$ cat config.mk
export PLATFORM = sky130hd
export DESIGN_NAME = http_request_head_parser_top
export DESIGN_NICKNAME = d
export VERILOG_FILES = /design/src/rtl/core/hrhp_pkg.sv /design/src/rtl/core/hrhp_char_match.sv /design/src/rtl/core/hrhp_step.sv /design/src/rtl/core/http_request_head_parser_top.sv
export VERILOG_INCLUDE_DIRS = /design/src /design/src/rtl/core
export SDC_FILE = /design/constraint.sdc
export NUM_CORES = 1
export LEC_CHECK = 0
export ABC_AREA = 1
export ABC_CLOCK_PERIOD_IN_PS = 5020
export BUFFER_PORTS_ARGS = -buffer_cell sky130_fd_sc_hd__buf_2
export CAP_MARGIN = 20
export CORE_ASPECT_RATIO = 1.2
export CORE_MARGIN = 1.5
export CORE_UTILIZATION = 30
export CTS_BUF_LIST = sky130_fd_sc_hd__clkbuf_2 sky130_fd_sc_hd__clkbuf_4 sky130_fd_sc_hd__clkbuf_8
export DETAILED_ROUTE_END_ITERATION = 8
export PLACE_DENSITY_LB_ADDON = 0.2
export SKIP_LAST_GASP = 1
export SYNTH_ARGS = -nofsm -noshare
export SYNTH_HDL_FRONTEND = slang
export SYNTH_HIERARCHICAL = 1
export SYNTH_SLANG_ARGS = --single-unit
$ cat constraint.sdc
create_clock -name clock -period 5.02 [get_ports clock]
set_input_delay 1.004 -clock clock [delete_from_list [all_inputs] [get_ports clock]]
set_output_delay 1.004 -clock clock [all_outputs]
set_load 0.02 [all_outputs]
$ cat src/rtl/core/http_request_head_parser_top_assert.svh
// Assertion macros for the HTTP request head parser.
// Used by http_request_head_parser_top; depends on nothing else.
`ifndef HTTP_REQUEST_HEAD_PARSER_TOP_ASSERT_SVH
`define HTTP_REQUEST_HEAD_PARSER_TOP_ASSERT_SVH

// Same-cycle implication, checked at every rising edge outside reset.
`define HRHP_ASSERT_IMP(label, clk, rst, ante, cons) \
   label: assert property (@(posedge clk) disable iff (rst) (ante) |-> (cons)) \
      else $error("hrhp: same-cycle check failed");

// Next-cycle implication, checked at every rising edge outside reset.
`define HRHP_ASSERT_NXT(label, clk, rst, ante, cons) \
   label: assert property (@(posedge clk) disable iff (rst) (ante) |=> (cons)) \
      else $error("hrhp: next-cycle check failed");

`endif

$ cat src/rtl/core/hrhp_pkg.sv
// Shared types and constants for the HTTP request head parser.
// No dependencies; imported by every module of the block.
`default_nettype none

package hrhp_pkg;

   typedef enum logic [2:0] {
      KIND_DROP    = 3'd0,
      KIND_METHOD  = 3'd1,
      KIND_TARGET  = 3'd2,
      KIND_VERSION = 3'd3,
      KIND_NAME    = 3'd4,
      KIND_VALUE   = 3'd5
   } hrhp_kind_type;

   typedef enum logic [2:0] {
      STATUS_PENDING     = 3'd0,
      STATUS_ACCEPTED    = 3'd1,
      STATUS_WORD_COUNT  = 3'd2,
      STATUS_BAD_METHOD  = 3'd3,
      STATUS_BAD_VERSION = 3'd4,
      STATUS_NO_LINE     = 3'd5
   } hrhp_status_type;

   typedef struct packed {
      logic [7:0] data_byte;
      logic       end_of_request;
   } hrhp_req_type;

   typedef struct packed {
      logic [7:0] echo_byte;
      logic [2:0] byte_kind;
      logic       line_commit;
      logic       missing_colon;
      logic [1:0] method_code;
      logic [2:0] request_status;
      logic       request_done;
      logic       tail_dropped;
   } hrhp_rsp_type;

   typedef struct packed {
      logic            cr_seen;
      logic            lf_seen;
      logic            line_has_bytes;
      logic            first_line_done;
      hrhp_status_type verdict;
      logic [2:0]      word_count;
      logic            inside_word;
      logic [3:0]      method_candidates;
      logic [3:0]      char_position;
      logic            version_mismatch;
      logic [1:0]      chosen_method;
      logic            colon_seen;
   } hrhp_state_type;

   // Per-character compare results for the method and version words.
   typedef struct packed {
      logic [3:0] method_keep;
      logic       version_ok;
   } hrhp_match_type;

   localparam hrhp_state_type STATE_RESET = '{
      cr_seen:           1'b0,
      lf_seen:           1'b0,
      line_has_bytes:    1'b0,
      first_line_done:   1'b0,
      verdict:           STATUS_PENDING,
      word_count:        3'd0,
      inside_word:       1'b0,
      method_candidates: 4'hF,
      char_position:     4'd0,
      version_mismatch:  1'b0,
      chosen_method:     2'd0,
      colon_seen:        1'b0
   };

   localparam logic [7:0] CHAR_CR    = 8'h0D;
   localparam logic [7:0] CHAR_LF    = 8'h0A;
   localparam logic [7:0] CHAR_COLON = 8'h3A;
   localparam logic [7:0] CHAR_SPACE = 8'h20;
   localparam logic [7:0] CHAR_LOW_A = 8'h61;
   localparam logic [7:0] CHAR_LOW_Z = 8'h7A;
   localparam logic [7:0] CASE_DELTA = 8'h20;

   localparam logic [2:0] WORD_METHOD  = 3'd1;
   localparam logic [2:0] WORD_TARGET  = 3'd2;
   localparam logic [2:0] WORD_VERSION = 3'd3;
   localparam logic [2:0] WORD_MAX     = 3'd7;
   localparam logic [3:0] POS_MAX      = 4'd15;
   localparam logic [3:0] VERSION_LEN  = 4'd8;

   localparam logic [1:0] METHOD_OPTIONS = 2'd0;
   localparam int         METHOD_COUNT   = 4;

   localparam logic [7:0] METHOD_TEXT [METHOD_COUNT][8] = '{
      '{"O", "P", "T", "I", "O", "N", "S", 8'h00},
      '{"G", "E", "T", 8'h00, 8'h00, 8'h00, 8'h00, 8'h00},
      '{"P", "O", "S", "T", 8'h00, 8'h00, 8'h00, 8'h00},
      '{"H", "E", "A", "D", 8'h00, 8'h00, 8'h00, 8'h00}
   };

   localparam logic [3:0] METHOD_LEN [METHOD_COUNT] = '{4'd7, 4'd3, 4'd4, 4'd4};

   localparam logic [7:0] VERSION_TEXT [8] = '{"H", "T", "T", "P", "/", "1", ".", "1"};

endpackage

`default_nettype wire

$ cat src/rtl/core/hrhp_char_match.sv
// Character compare for the request line: method candidates and version text.
// Depends on hrhp_pkg.
`default_nettype none

module hrhp_char_match (
   input  wire logic [7:0]              data_byte,
   input  wire logic [3:0]              position,
   output hrhp_pkg::hrhp_match_type     match
);
   import hrhp_pkg::*;

   logic [7:0] upper_byte;

   // Only a-z fold to upper case, and only for the version compare; the method compare is case sensitive.
   assign upper_byte = (data_byte >= CHAR_LOW_A && data_byte <= CHAR_LOW_Z) ?
                       data_byte - CASE_DELTA : data_byte;

   always_comb begin
      for (int m = 0; m < METHOD_COUNT; m++) begin
         match.method_keep[m] = (position < METHOD_LEN[m]) &&
                                (METHOD_TEXT[m][position[2:0]] == data_byte);
      end
      match.version_ok = !position[3] && (VERSION_TEXT[position[2:0]] == upper_byte);
   end

endmodule

`default_nettype wire

$ cat src/rtl/core/hrhp_step.sv
// Parse state and per-byte tagging logic of the request head parser.
// Depends on hrhp_pkg and hrhp_char_match.
`default_nettype none

module hrhp_step (
   input  wire logic                  clock,
   input  wire logic                  reset,
   input  wire logic                  advance,
   input  wire hrhp_pkg::hrhp_req_type item,
   output hrhp_pkg::hrhp_rsp_type     result
);
   import hrhp_pkg::*;

   hrhp_state_type  state_ff;
   hrhp_state_type  state_in;
   hrhp_match_type  match;
   logic [3:0]      match_position;

   // A byte that opens a word is compared at position zero.
   assign match_position = state_ff.inside_word ? state_ff.char_position : 4'd0;

   hrhp_char_match u_char_match (
      .data_byte (item.data_byte),
      .position  (match_position),
      .match     (match)
   );

   hrhp_state_type  st;
   hrhp_kind_type   kind;
   hrhp_status_type status;
   logic            commit;
   logic            end_now;
   logic            tail;
   logic            no_colon;
   logic [3:0]      len_keep;
   logic [3:0]      cand;
   logic [1:0]      mcode;

   always_comb begin
      st       = state_ff;
      kind     = KIND_DROP;
      no_colon = 1'b0;
      tail     = 1'b0;
      len_keep = 4'd0;
      cand     = 4'd0;

      if (item.data_byte == CHAR_CR) begin
         st.cr_seen = 1'b1;
      end else if (item.data_byte == CHAR_LF) begin
         if (state_ff.cr_seen) begin
            st.lf_seen = 1'b1;
         end
      end else begin
         st.line_has_bytes = 1'b1;
         if (!state_ff.first_line_done) begin
            if (item.data_byte != CHAR_SPACE) begin
               if (!state_ff.inside_word) begin
                  st.inside_word   = 1'b1;
                  st.char_position = 4'd0;
                  if (state_ff.word_count != WORD_MAX) begin
                     st.word_count = state_ff.word_count + 3'd1;
                  end
               end
               if (st.word_count == WORD_METHOD) begin
                  kind                 = KIND_METHOD;
                  st.method_candidates = st.method_candidates & match.method_keep;
               end else if (st.word_count == WORD_TARGET) begin
                  kind = KIND_TARGET;
               end else if (st.word_count == WORD_VERSION) begin
                  kind = KIND_VERSION;
                  if (!match.version_ok) begin
                     st.version_mismatch = 1'b1;
                  end
               end
               if (st.char_position != POS_MAX) begin
                  st.char_position = st.char_position + 4'd1;
               end
            end
         end else begin
            if (item.data_byte == CHAR_COLON && !state_ff.colon_seen) begin
               st.colon_seen = 1'b1;
            end else begin
               kind = state_ff.colon_seen ? KIND_VALUE : KIND_NAME;
            end
         end
      end

      commit = st.cr_seen && st.lf_seen && st.line_has_bytes;

      // A word ends on a space or when the request line commits; both cases share
      // one check, so at most one word end happens per byte.
      end_now = !state_ff.first_line_done && st.inside_word &&
                (item.data_byte == CHAR_SPACE || commit);

      if (end_now) begin
         if (st.word_count == WORD_METHOD) begin
            for (int m = 0; m < METHOD_COUNT; m++) begin
               len_keep[m] = (METHOD_LEN[m] == st.char_position);
            end
            cand                 = st.method_candidates & len_keep;
            st.method_candidates = cand;
            for (int m = METHOD_COUNT - 1; m >= 0; m--) begin
               if (cand[m]) begin
                  st.chosen_method = 2'(m);
               end
            end
         end else if (st.word_count == WORD_VERSION) begin
            if (st.char_position != VERSION_LEN) begin
               st.version_mismatch = 1'b1;
            end
         end
         st.inside_word = 1'b0;
      end

      if (commit) begin
         if (!state_ff.first_line_done) begin
            if (st.word_count != WORD_VERSION) begin
               st.verdict = STATUS_WORD_COUNT;
            end else if (st.method_candidates == 4'd0) begin
               st.verdict = STATUS_BAD_METHOD;
            end else if (st.version_mismatch) begin
               st.verdict = STATUS_BAD_VERSION;
            end else begin
               st.verdict = STATUS_ACCEPTED;
            end
            st.first_line_done = 1'b1;
         end else begin
            no_colon = !st.colon_seen;
         end
         st.cr_seen        = 1'b0;
         st.lf_seen        = 1'b0;
         st.line_has_bytes = 1'b0;
         st.colon_seen     = 1'b0;
      end

      status = st.verdict;
      if (item.end_of_request) begin
         tail = st.line_has_bytes;
         if (status == STATUS_PENDING) begin
            status = STATUS_NO_LINE;
         end
      end
      mcode = (st.verdict == STATUS_ACCEPTED) ? st.chosen_method : METHOD_OPTIONS;

      result.echo_byte      = item.data_byte;
      result.byte_kind      = kind;
      result.line_commit    = commit;
      result.missing_colon  = no_colon;
      result.method_code    = mcode;
      result.request_status = status;
      result.request_done   = item.end_of_request;
      result.tail_dropped   = tail;

      // The end of a request returns the parser to its reset state.
      state_in = item.end_of_request ? STATE_RESET : st;
   end

   always_ff @(posedge clock) begin
      if (reset) begin
         state_ff <= STATE_RESET;
      end else if (advance) begin
         state_ff <= state_in;
      end
   end

endmodule

`default_nettype wire

$ cat src/rtl/core/http_request_head_parser_top.sv
// A captured request byte moves from the input register into the result register when
// the latter is free or drained. Throughput: one request byte per cycle while rsp_ready
// stays high; the parse state updates once per byte, as the byte advances.
// Reset (synchronous, active high) empties both registers and returns the parse
// state to the start of a request. Depends on hrhp_pkg, hrhp_step and the assert header.
`default_nettype none

`include "http_request_head_parser_top_assert.svh"

module http_request_head_parser_top (
   input  wire logic                   clock,
   input  wire logic                   reset,
   input  wire logic                   req_valid,
   output logic                        req_ready,
   input  wire hrhp_pkg::hrhp_req_type req_data,
   output logic                        rsp_valid,
   input  wire logic                   rsp_ready,
   output hrhp_pkg::hrhp_rsp_type      rsp_data
);
   import hrhp_pkg::*;

   logic         s1_valid_ff;
   logic         s1_valid_in;
   hrhp_req_type s1_item_ff;
   logic         out_valid_ff;
   logic         out_valid_in;
   hrhp_rsp_type out_item_ff;
   hrhp_rsp_type step_result;
   logic         advance;
   logic         accept;

   // The captured request moves on whenever the result register is free or
   // being drained in the same cycle.
   assign advance   = s1_valid_ff && (!out_valid_ff || rsp_ready);
   assign req_ready = !s1_valid_ff || advance;
   assign accept    = req_valid && req_ready;

   assign s1_valid_in  = accept || (s1_valid_ff && !advance);
   assign out_valid_in = advance || (out_valid_ff && !rsp_ready);

   hrhp_step u_step (
      .clock   (clock),
      .reset   (reset),
      .advance (advance),
      .item    (s1_item_ff),
      .result  (step_result)
   );

   always_ff @(posedge clock) begin
      if (reset) begin
         s1_valid_ff  <= 1'b0;
         out_valid_ff <= 1'b0;
      end else begin
         s1_valid_ff  <= s1_valid_in;
         out_valid_ff <= out_valid_in;
      end
   end

   always_ff @(posedge clock) begin
      if (accept) begin
         s1_item_ff <= req_data;
      end
      if (advance) begin
         out_item_ff <= step_result;
      end
   end

   assign rsp_valid = out_valid_ff;
   assign rsp_data  = out_item_ff;

   `HRHP_ASSERT_IMP(a_done_is_final, clock, reset, rsp_valid && rsp_data.request_done, rsp_data.request_status != STATUS_PENDING)
   `HRHP_ASSERT_IMP(a_tail_only_at_end, clock, reset, rsp_valid && rsp_data.tail_dropped, rsp_data.request_done)
   `HRHP_ASSERT_IMP(a_code_needs_accept, clock, reset, rsp_valid && rsp_data.method_code != METHOD_OPTIONS, rsp_data.request_status == STATUS_ACCEPTED)
   `HRHP_ASSERT_IMP(a_colon_flag_at_commit, clock, reset, rsp_valid && rsp_data.missing_colon, rsp_data.line_commit)
   `HRHP_ASSERT_NXT(a_stalled_stage_holds, clock, reset, s1_valid_ff && !advance, s1_valid_ff)

endmodule

`default_nettype wire

==> results_dict.tcl, run 1 <==
set metrics [dict create \
    maxCapViolCount 0 \
    startpoint_type "flip-flop" \
    via_per_inst 4.65 \
    ir_drop_mv 0.0868 \
    endpoint_kind "flip-flop" \
    total_power_mw 0.864 \
    nFillCells 1285 \
    rows 43 \
    place_inst 646 \
    final.setup.tns_ns 0 \
    cts_tree "yes" \
    clk_path_buf_depth 2 \
    clk_pin_slew_ns 0.10 \
    core-area_um2 11600 \
    fin_ws_ns 1.76 \
    crit_chain "nand2_1 > inv_1 > inv_1 > ha_1 > nand2_1 > nand2_1 > nand2_1 > nand2_1 > nor2_1 > nand2_1 > nor2_1 > nor2_1 > a21boi_2 > nand3_2 > nand2_1 > nand2_1 > nand3_2 > nand2_1 > nand2_1 > nand2_2 > o21bai_1" \
    clkLatencyLatePin_ns 0.31 \
    wl_per_cell_um 12.4 \
    syn_inst 479 \
    drc_errors 0 \
    maxSlewViolCount 0 \
    worstPathArrival_ns 3.33 \
    synth.distinct_cells 43 \
    wirelength_um 8080 \
    path_class "reg2reg" \
    die_w_um 103 \
    place_congestion 0.880 \
    gr-total-overflow 0 \
    critPathSlowestCell "dfxtp_1" \
    seqPwrFrac_pct 58.2 \
    r2r_slack_ns 1.76 \
    tightest_slew_ns 0.800 \
    final_cell_mix "122 x nand2_1, 56 x inv_1, 52 x nor2_1" \
    synthToLayoutAreaGrowth_pct 8.02 \
    portBuffers 34 \
    die-area_um2 12600 \
    outcome "completed" \
    post_cts_buffers 0 \
    p_leak_nw 1.68 \
    antennaDiodeCount 0 \
    relSlewSlack_pct 46.4 \
    switching_share_pct 28.1 \
    nets 519 \
    drtAntennaViolNets 0 \
    required_ns 5.09 \
    synth_area_um2 3590 \
    fin_skew_ns 0.0104 \
    synthArstFlopShare_pct 0 \
    grt_start_max_net_pins 27 \
    hold_viol_final 0 \
    io-pin-count 35 \
    crit_fanout 9 \
    synthFlopType "edfxtp_1" \
    slowest_delay_ns 0.50 \
    hold_buffers 0 \
    final_cells 654 \
    synth_seq_cells 54 \
    die_h_um 123 \
    yosys_warnings 6 \
    synth-edff-count 29 \
    post_cts_resized 0 \
    grt_pass1_wl_um 13600 \
    post-route-min-period_ns 3.26 \
    clock_sinks 54 \
    layout_commonest_cell "nand2_1" \
    finalSetupViolations 0 \
    dp_slack_ns 1.49 \
    floorplan.initialDensity_pct 30.9 \
    first_pass_iters 5 \
    grt_usage_pct 13.7 \
    synth-seq-area-share_pct 38.2 \
    p_per_area_nw_per_um2 223 \
    rsz0062_at_grt "no" \
    max_freq_ghz 0.307 \
    syn_avg_cell_area_um2 7.49 \
    final_cell_area_um2 3880 \
    vias 3043 \
    critPathMostFrequentCell "nand2_1" \
    p_int_mw 0.621 \
    grt_pass1_vias 2918 \
    comb_power_share_pct 14.1 \
    utilization_pct 33.4 \
    clock_tree.root_cell "clkbuf_8" \
    htree_levels 2 \
    hold_path_class "reg2reg" \
    place_hpwl_um 6180 \
    antenna_found_initial 0 \
    clockPowerShare_pct 27.7 \
    post-route-period-util_pct 65.0 \
    syn_nets 502 \
    cts_made_buffers 5 \
    drive_gt1_share_pct 21.1 \
    place_area_um2 3790 \
    power_switching_mw 0.243 \
    whs_ns 0.473 \
    detail_route.iter0.violations 164 \
]
layer usage:
layer	vias up	share of wire (%)	global-route usage (%)
li1	1561	-	-
met1	1409	43	16.1
met2	60	52	25.0
met3	13	2.7	1.77
met4	0	2.5	5.74
met5	-	0	0
synth_stat cells (6+ instances only):
master | number | area (µm²)
o211ai_1 | 6 | 45.0
o21ai_0 | 14 | 70.1
nand2_2 | 14 | 87.6
o21ai_2 | 8 | 70.1
nand2_1 | 122 | 458
nor2_2 | 9 | 56.3
ha_1 | 10 | 125
clkbuf_1 | 8 | 30.0
edfxtp_1 | 29 | 871
dfxtp_1 | 25 | 500
nand3_1 | 21 | 105
inv_1 | 56 | 210
inv_2 | 9 | 33.8
a21oi_1 | 29 | 145
nor2_1 | 52 | 195
buf_4 | 13 | 97.6
power by group through the flow:
stage                     clock network (mW)  logic [mW]  registers [mW]
after floorplan                            0      0.0920           0.514
after global placement                     0       0.122           0.514
after detailed placement                   0       0.123           0.514
after CTS                              0.253       0.123           0.504
after global routing                   0.265       0.137           0.507
final                                  0.239       0.122           0.503
critical path, delay by kind of cell, from the launching register on:
family	cells	cell delay [ns]
AND/OR/NAND/NOR	16	1.44
buffers and inverters	2	0.39
AO/OA/AOI/OAI	2	0.37
adder cells (fa/ha/maj)	1	0.33
flip-flops	1	0.50
cells by family (layout without fill, tap and decap cells):
kind of cell | after synthesis | after routing | synth area share (%)
DFF | 54 | 54 | 38.2
adders and majority gates | 10 | 10 | 3.49
AOI/OAI and AO/OA | 76 | 76 | 13.3
and+or+nand+nor | 244 | 244 | 32.2
xor gates and xnor gates | 4 | 4 | 0.976
buffers and inverters | 91 | 109 | 11.8
sequential cells by signal, indices dropped and copies added, names as in the netlist:
| register | flops |
|---|---|
| rsp_data | 20 |
| rsp_valid | 1 |
| s1_valid_ff | 1 |
| u_step/state_ff | 23 |
| s1_item_ff | 9 |
worst paths after layout:
kind | depth (start not counted) | endpoint | startpoint
worst min-delay path | 2 | u_step/state_ff[20] | u_step/state_ff[20]
worst max register to register | 21 | rsp_data[2] | u_step/state_ff[12]
worst max-delay path | 21 | rsp_data[2] | u_step/state_ff[12]
worst min register to register | 2 | u_step/state_ff[20] | u_step/state_ff[20]
final cells by class:
class | instances | area, µm² | area share [%]
Clock buffer | 5 | 68.8 | 1.78
Multi-Input combinational cell | 334 | 1800 | 46.4
Inverter | 66 | 249 | 6.42
Clock inverter | 3 | 16.3 | 0.420
Sequential cell | 54 | 1370 | 35.4
Timing Repair Buffer | 35 | 178 | 4.58
Tap cell | 157 | 196 | 5.07
(Power assumes the default switching activity.)
==> run 2, diff against run 1 <==
- ABC_CLOCK_PERIOD_IN_PS: 5020 -> 3000
- clock period: 5.02 -> 3 ns (I/O delays scaled with it)
==> run 2 against run 1 <==
Against the previous run:
- largest cell class unchanged
- core utilization rose by 1.2 points
- worst hold slack worse by 0.024 ns
- worst setup slack worse by 1.5 ns
- die area unchanged
- sequential cell count unchanged
- first-iteration DRC count down 0.61%
- count of clock-buffer cells in the layout is the same
- cell area rose by 3.7%
- sequential share of layout area shrank 1.0 points
==> results_dict.tcl, run 2 (same netlist as run 1, synthesis figures left out) <==
set metrics [dict create \
    r2r-start "u_step/state_ff[12]" \
    floorplan.initialDensity_pct 30.9 \
    slowest_delay_ns 0.38 \
    grt_use_met2_pct 26.0 \
    largest_reg_flops 23 \
    max_freq_ghz 0.366 \
    nets 534 \
    synthToLayoutAreaGrowth_pct 12.0 \
    cts_made_buffers 5 \
    hold_buffers 0 \
    startpoint_type "flip-flop" \
    die_w_um 103 \
    hold_depth 1 \
    p_per_area_nw_per_um2 370 \
    die_h_um 123 \
    hold_end "s1_item_ff[7]" \
    tightest_slew_ns 0.467 \
    clkLatencyLatePin_ns 0.32 \
    fin_skew_ns 0.0148 \
    grt_pass1_wl_um 14100 \
    crit_chain "nand2_1 > inv_1 > inv_1 > ha_1 > nand2_1 > nand3_1 > nand4_1 > nor2_1 > nand2_1 > nor2_1 > nor2_1 > a21boi_2 > nand3_2 > nand2_1 > nand2_1 > nand3_2 > nand2_1 > nand2_1 > nand2_2 > o21bai_1" \
    via_per_inst 4.67 \
    place_inst 660 \
    final_cells 669 \
    grt_pass1_vias 3046 \
    wirelength_um 8450 \
    rsz0062_at_grt "no" \
    antennaDiodeCount 0 \
    ir_drop_mv 0.159 \
    hold_viol_final 0 \
    gr-total-overflow 0 \
    critPathMostFrequentCell "nand2_1" \
    core-area_um2 11600 \
    portBuffers 34 \
    vias 3126 \
    first_pass_iters 4 \
    hold_path_class "in2reg" \
    crit_fanout 5 \
    critPathTopFamily "simple AND/OR/NAND/NOR gates" \
    final.setup.tns_ns 0 \
    place_hpwl_um 6400 \
    ff2ff_path_depth 20 \
    place_congestion 0.872 \
    rows 43 \
    drtAntennaViolNets 0 \
    maxSlewViolCount 0 \
    clock_sinks 54 \
    clk_path_buf_depth 2 \
    drc_errors 0 \
    p_leak_nw 1.77 \
    clk_pin_slew_ns 0.11 \
    cts_tree "yes" \
    worstPathArrival_ns 2.81 \
    die-area_um2 12600 \
    grt_busiest_layer "met2" \
    post-route-period-util_pct 91.0 \
    post-route-min-period_ns 2.73 \
    r2r_slack_ns 0.27 \
    finalSetupViolations 0 \
    grt_usage_pct 14.4 \
    maxCapViolCount 0 \
    required_ns 3.08 \
    grt_start_max_net_pins 26 \
    top_register "u_step/state_ff" \
    path_class "reg2reg" \
    relSlewSlack_pct 68.8 \
    io-pin-count 35 \
    antenna_found_initial 0 \
    cp_num_buf_inv 2 \
    detail_route.iter0.violations 163 \
    final_cell_mix "120 x nand2_1, 56 x inv_1, 52 x nor2_1" \
    groute.layer.met1.usage_pct 17.0 \
    use_met3_pct 2.05 \
    layout_commonest_cell "nand2_1" \
    htree_levels 2 \
    hp-start "req_data[7]" \
    wl_per_cell_um 12.6 \
    r2r_end "rsp_data[2]" \
    critPathSlowestCell "dfxtp_4" \
    outcome "completed" \
    endpoint_kind "flip-flop" \
    drive_gt1_share_pct 24.8 \
    clock_tree.root_cell "clkbuf_8" \
]
run 2: cell count changes in the layout (fill, tap and decap cells not counted), sizes merged:
cell / previous run / this run
buf: 35 / 50
clkinv: 3 / 2
clkinvlp: 1 / 0
inv: 65 / 67
run 2: worst reg2reg max path, stage by stage (launching register included):
cell and delay, ns:
dfxtp_4 0.38, nand2_1 0.07, inv_1 0.05, inv_1 0.17
ha_1 0.27, nand2_1 0.13, nand3_1 0.10, nand4_1 0.07
nor2_1 0.12, nand2_1 0.06, nor2_1 0.08, nor2_1 0.07
a21boi_2 0.21, nand3_2 0.12, nand2_1 0.09, nand2_1 0.07
nand3_2 0.10, nand2_1 0.05, nand2_1 0.07, nand2_2 0.07
o21bai_1 0.15
run 2: metal layers:
layer,vias to the layer above,part of all wire [%]
met4,0,2.2
li1,1591,-
met1,1450,44
met2,72,50
met3,13,3.9
met5,-,0
run 2: power breakdown:
part           total [mW]  switching, mW  internal, mW
Sequential          0.833         0.0244         0.808
Clock               0.424          0.258         0.166
Combinational       0.230          0.146        0.0839
run 2: area by class of cell:
cell class | instances | area, µm²
Clock inverter | 3 | 18.8
Clock buffer | 5 | 68.8
Inverter | 66 | 249
Multi-Input combinational cell | 334 | 1820
Tap cell | 157 | 196
Sequential cell | 54 | 1380
Timing Repair Buffer | 50 | 290
Fill cell | 1256 | 7600
run 2: per-stage QoR:
| step | utilization [%] | power [mW] | worst slack, ns | hold slack (ns) | instance area [µm²] |
|---|---|---|---|---|---|
| after detailed placement | 33.5 | 1.08 | 0.152 | 0.456 | 3900 |
| after global placement | 33.5 | 1.08 | 0.197 | 0.456 | 3900 |
| after global routing | 34.6 | 1.57 | 0.00647 | 0.427 | 4020 |
| after CTS | 34.3 | 1.51 | 0.109 | 0.433 | 3980 |
| after floorplan | - | 1.01 | 0.158 | 0.435 | 3590 |
| final | 34.6 | 1.49 | 0.271 | 0.449 | 4020 |
run 2: what timing repair did:
action	4_1_cts	5_1_grt
resized for setup	0	9
setup endpoints to repair	0	8
buffers inserted	0	1
run 2: how the worst max path moves through the flow:
stage | slack, ns | end | cells after the start | startpoint
global route | 0.006 | rsp_data[2] | 21 | u_step/state_ff[12]
finish | 0.27 | rsp_data[2] | 20 | u_step/state_ff[12]
floorplan | 0.16 | u_step/state_ff[4] | 7 | rsp_ready
detailed placement | 0.15 | rsp_data[6] | 22 | u_step/state_ff[12]
global placement | 0.20 | rsp_data[6] | 21 | u_step/state_ff[12]
CTS | 0.11 | rsp_data[6] | 22 | u_step/state_ff[12]
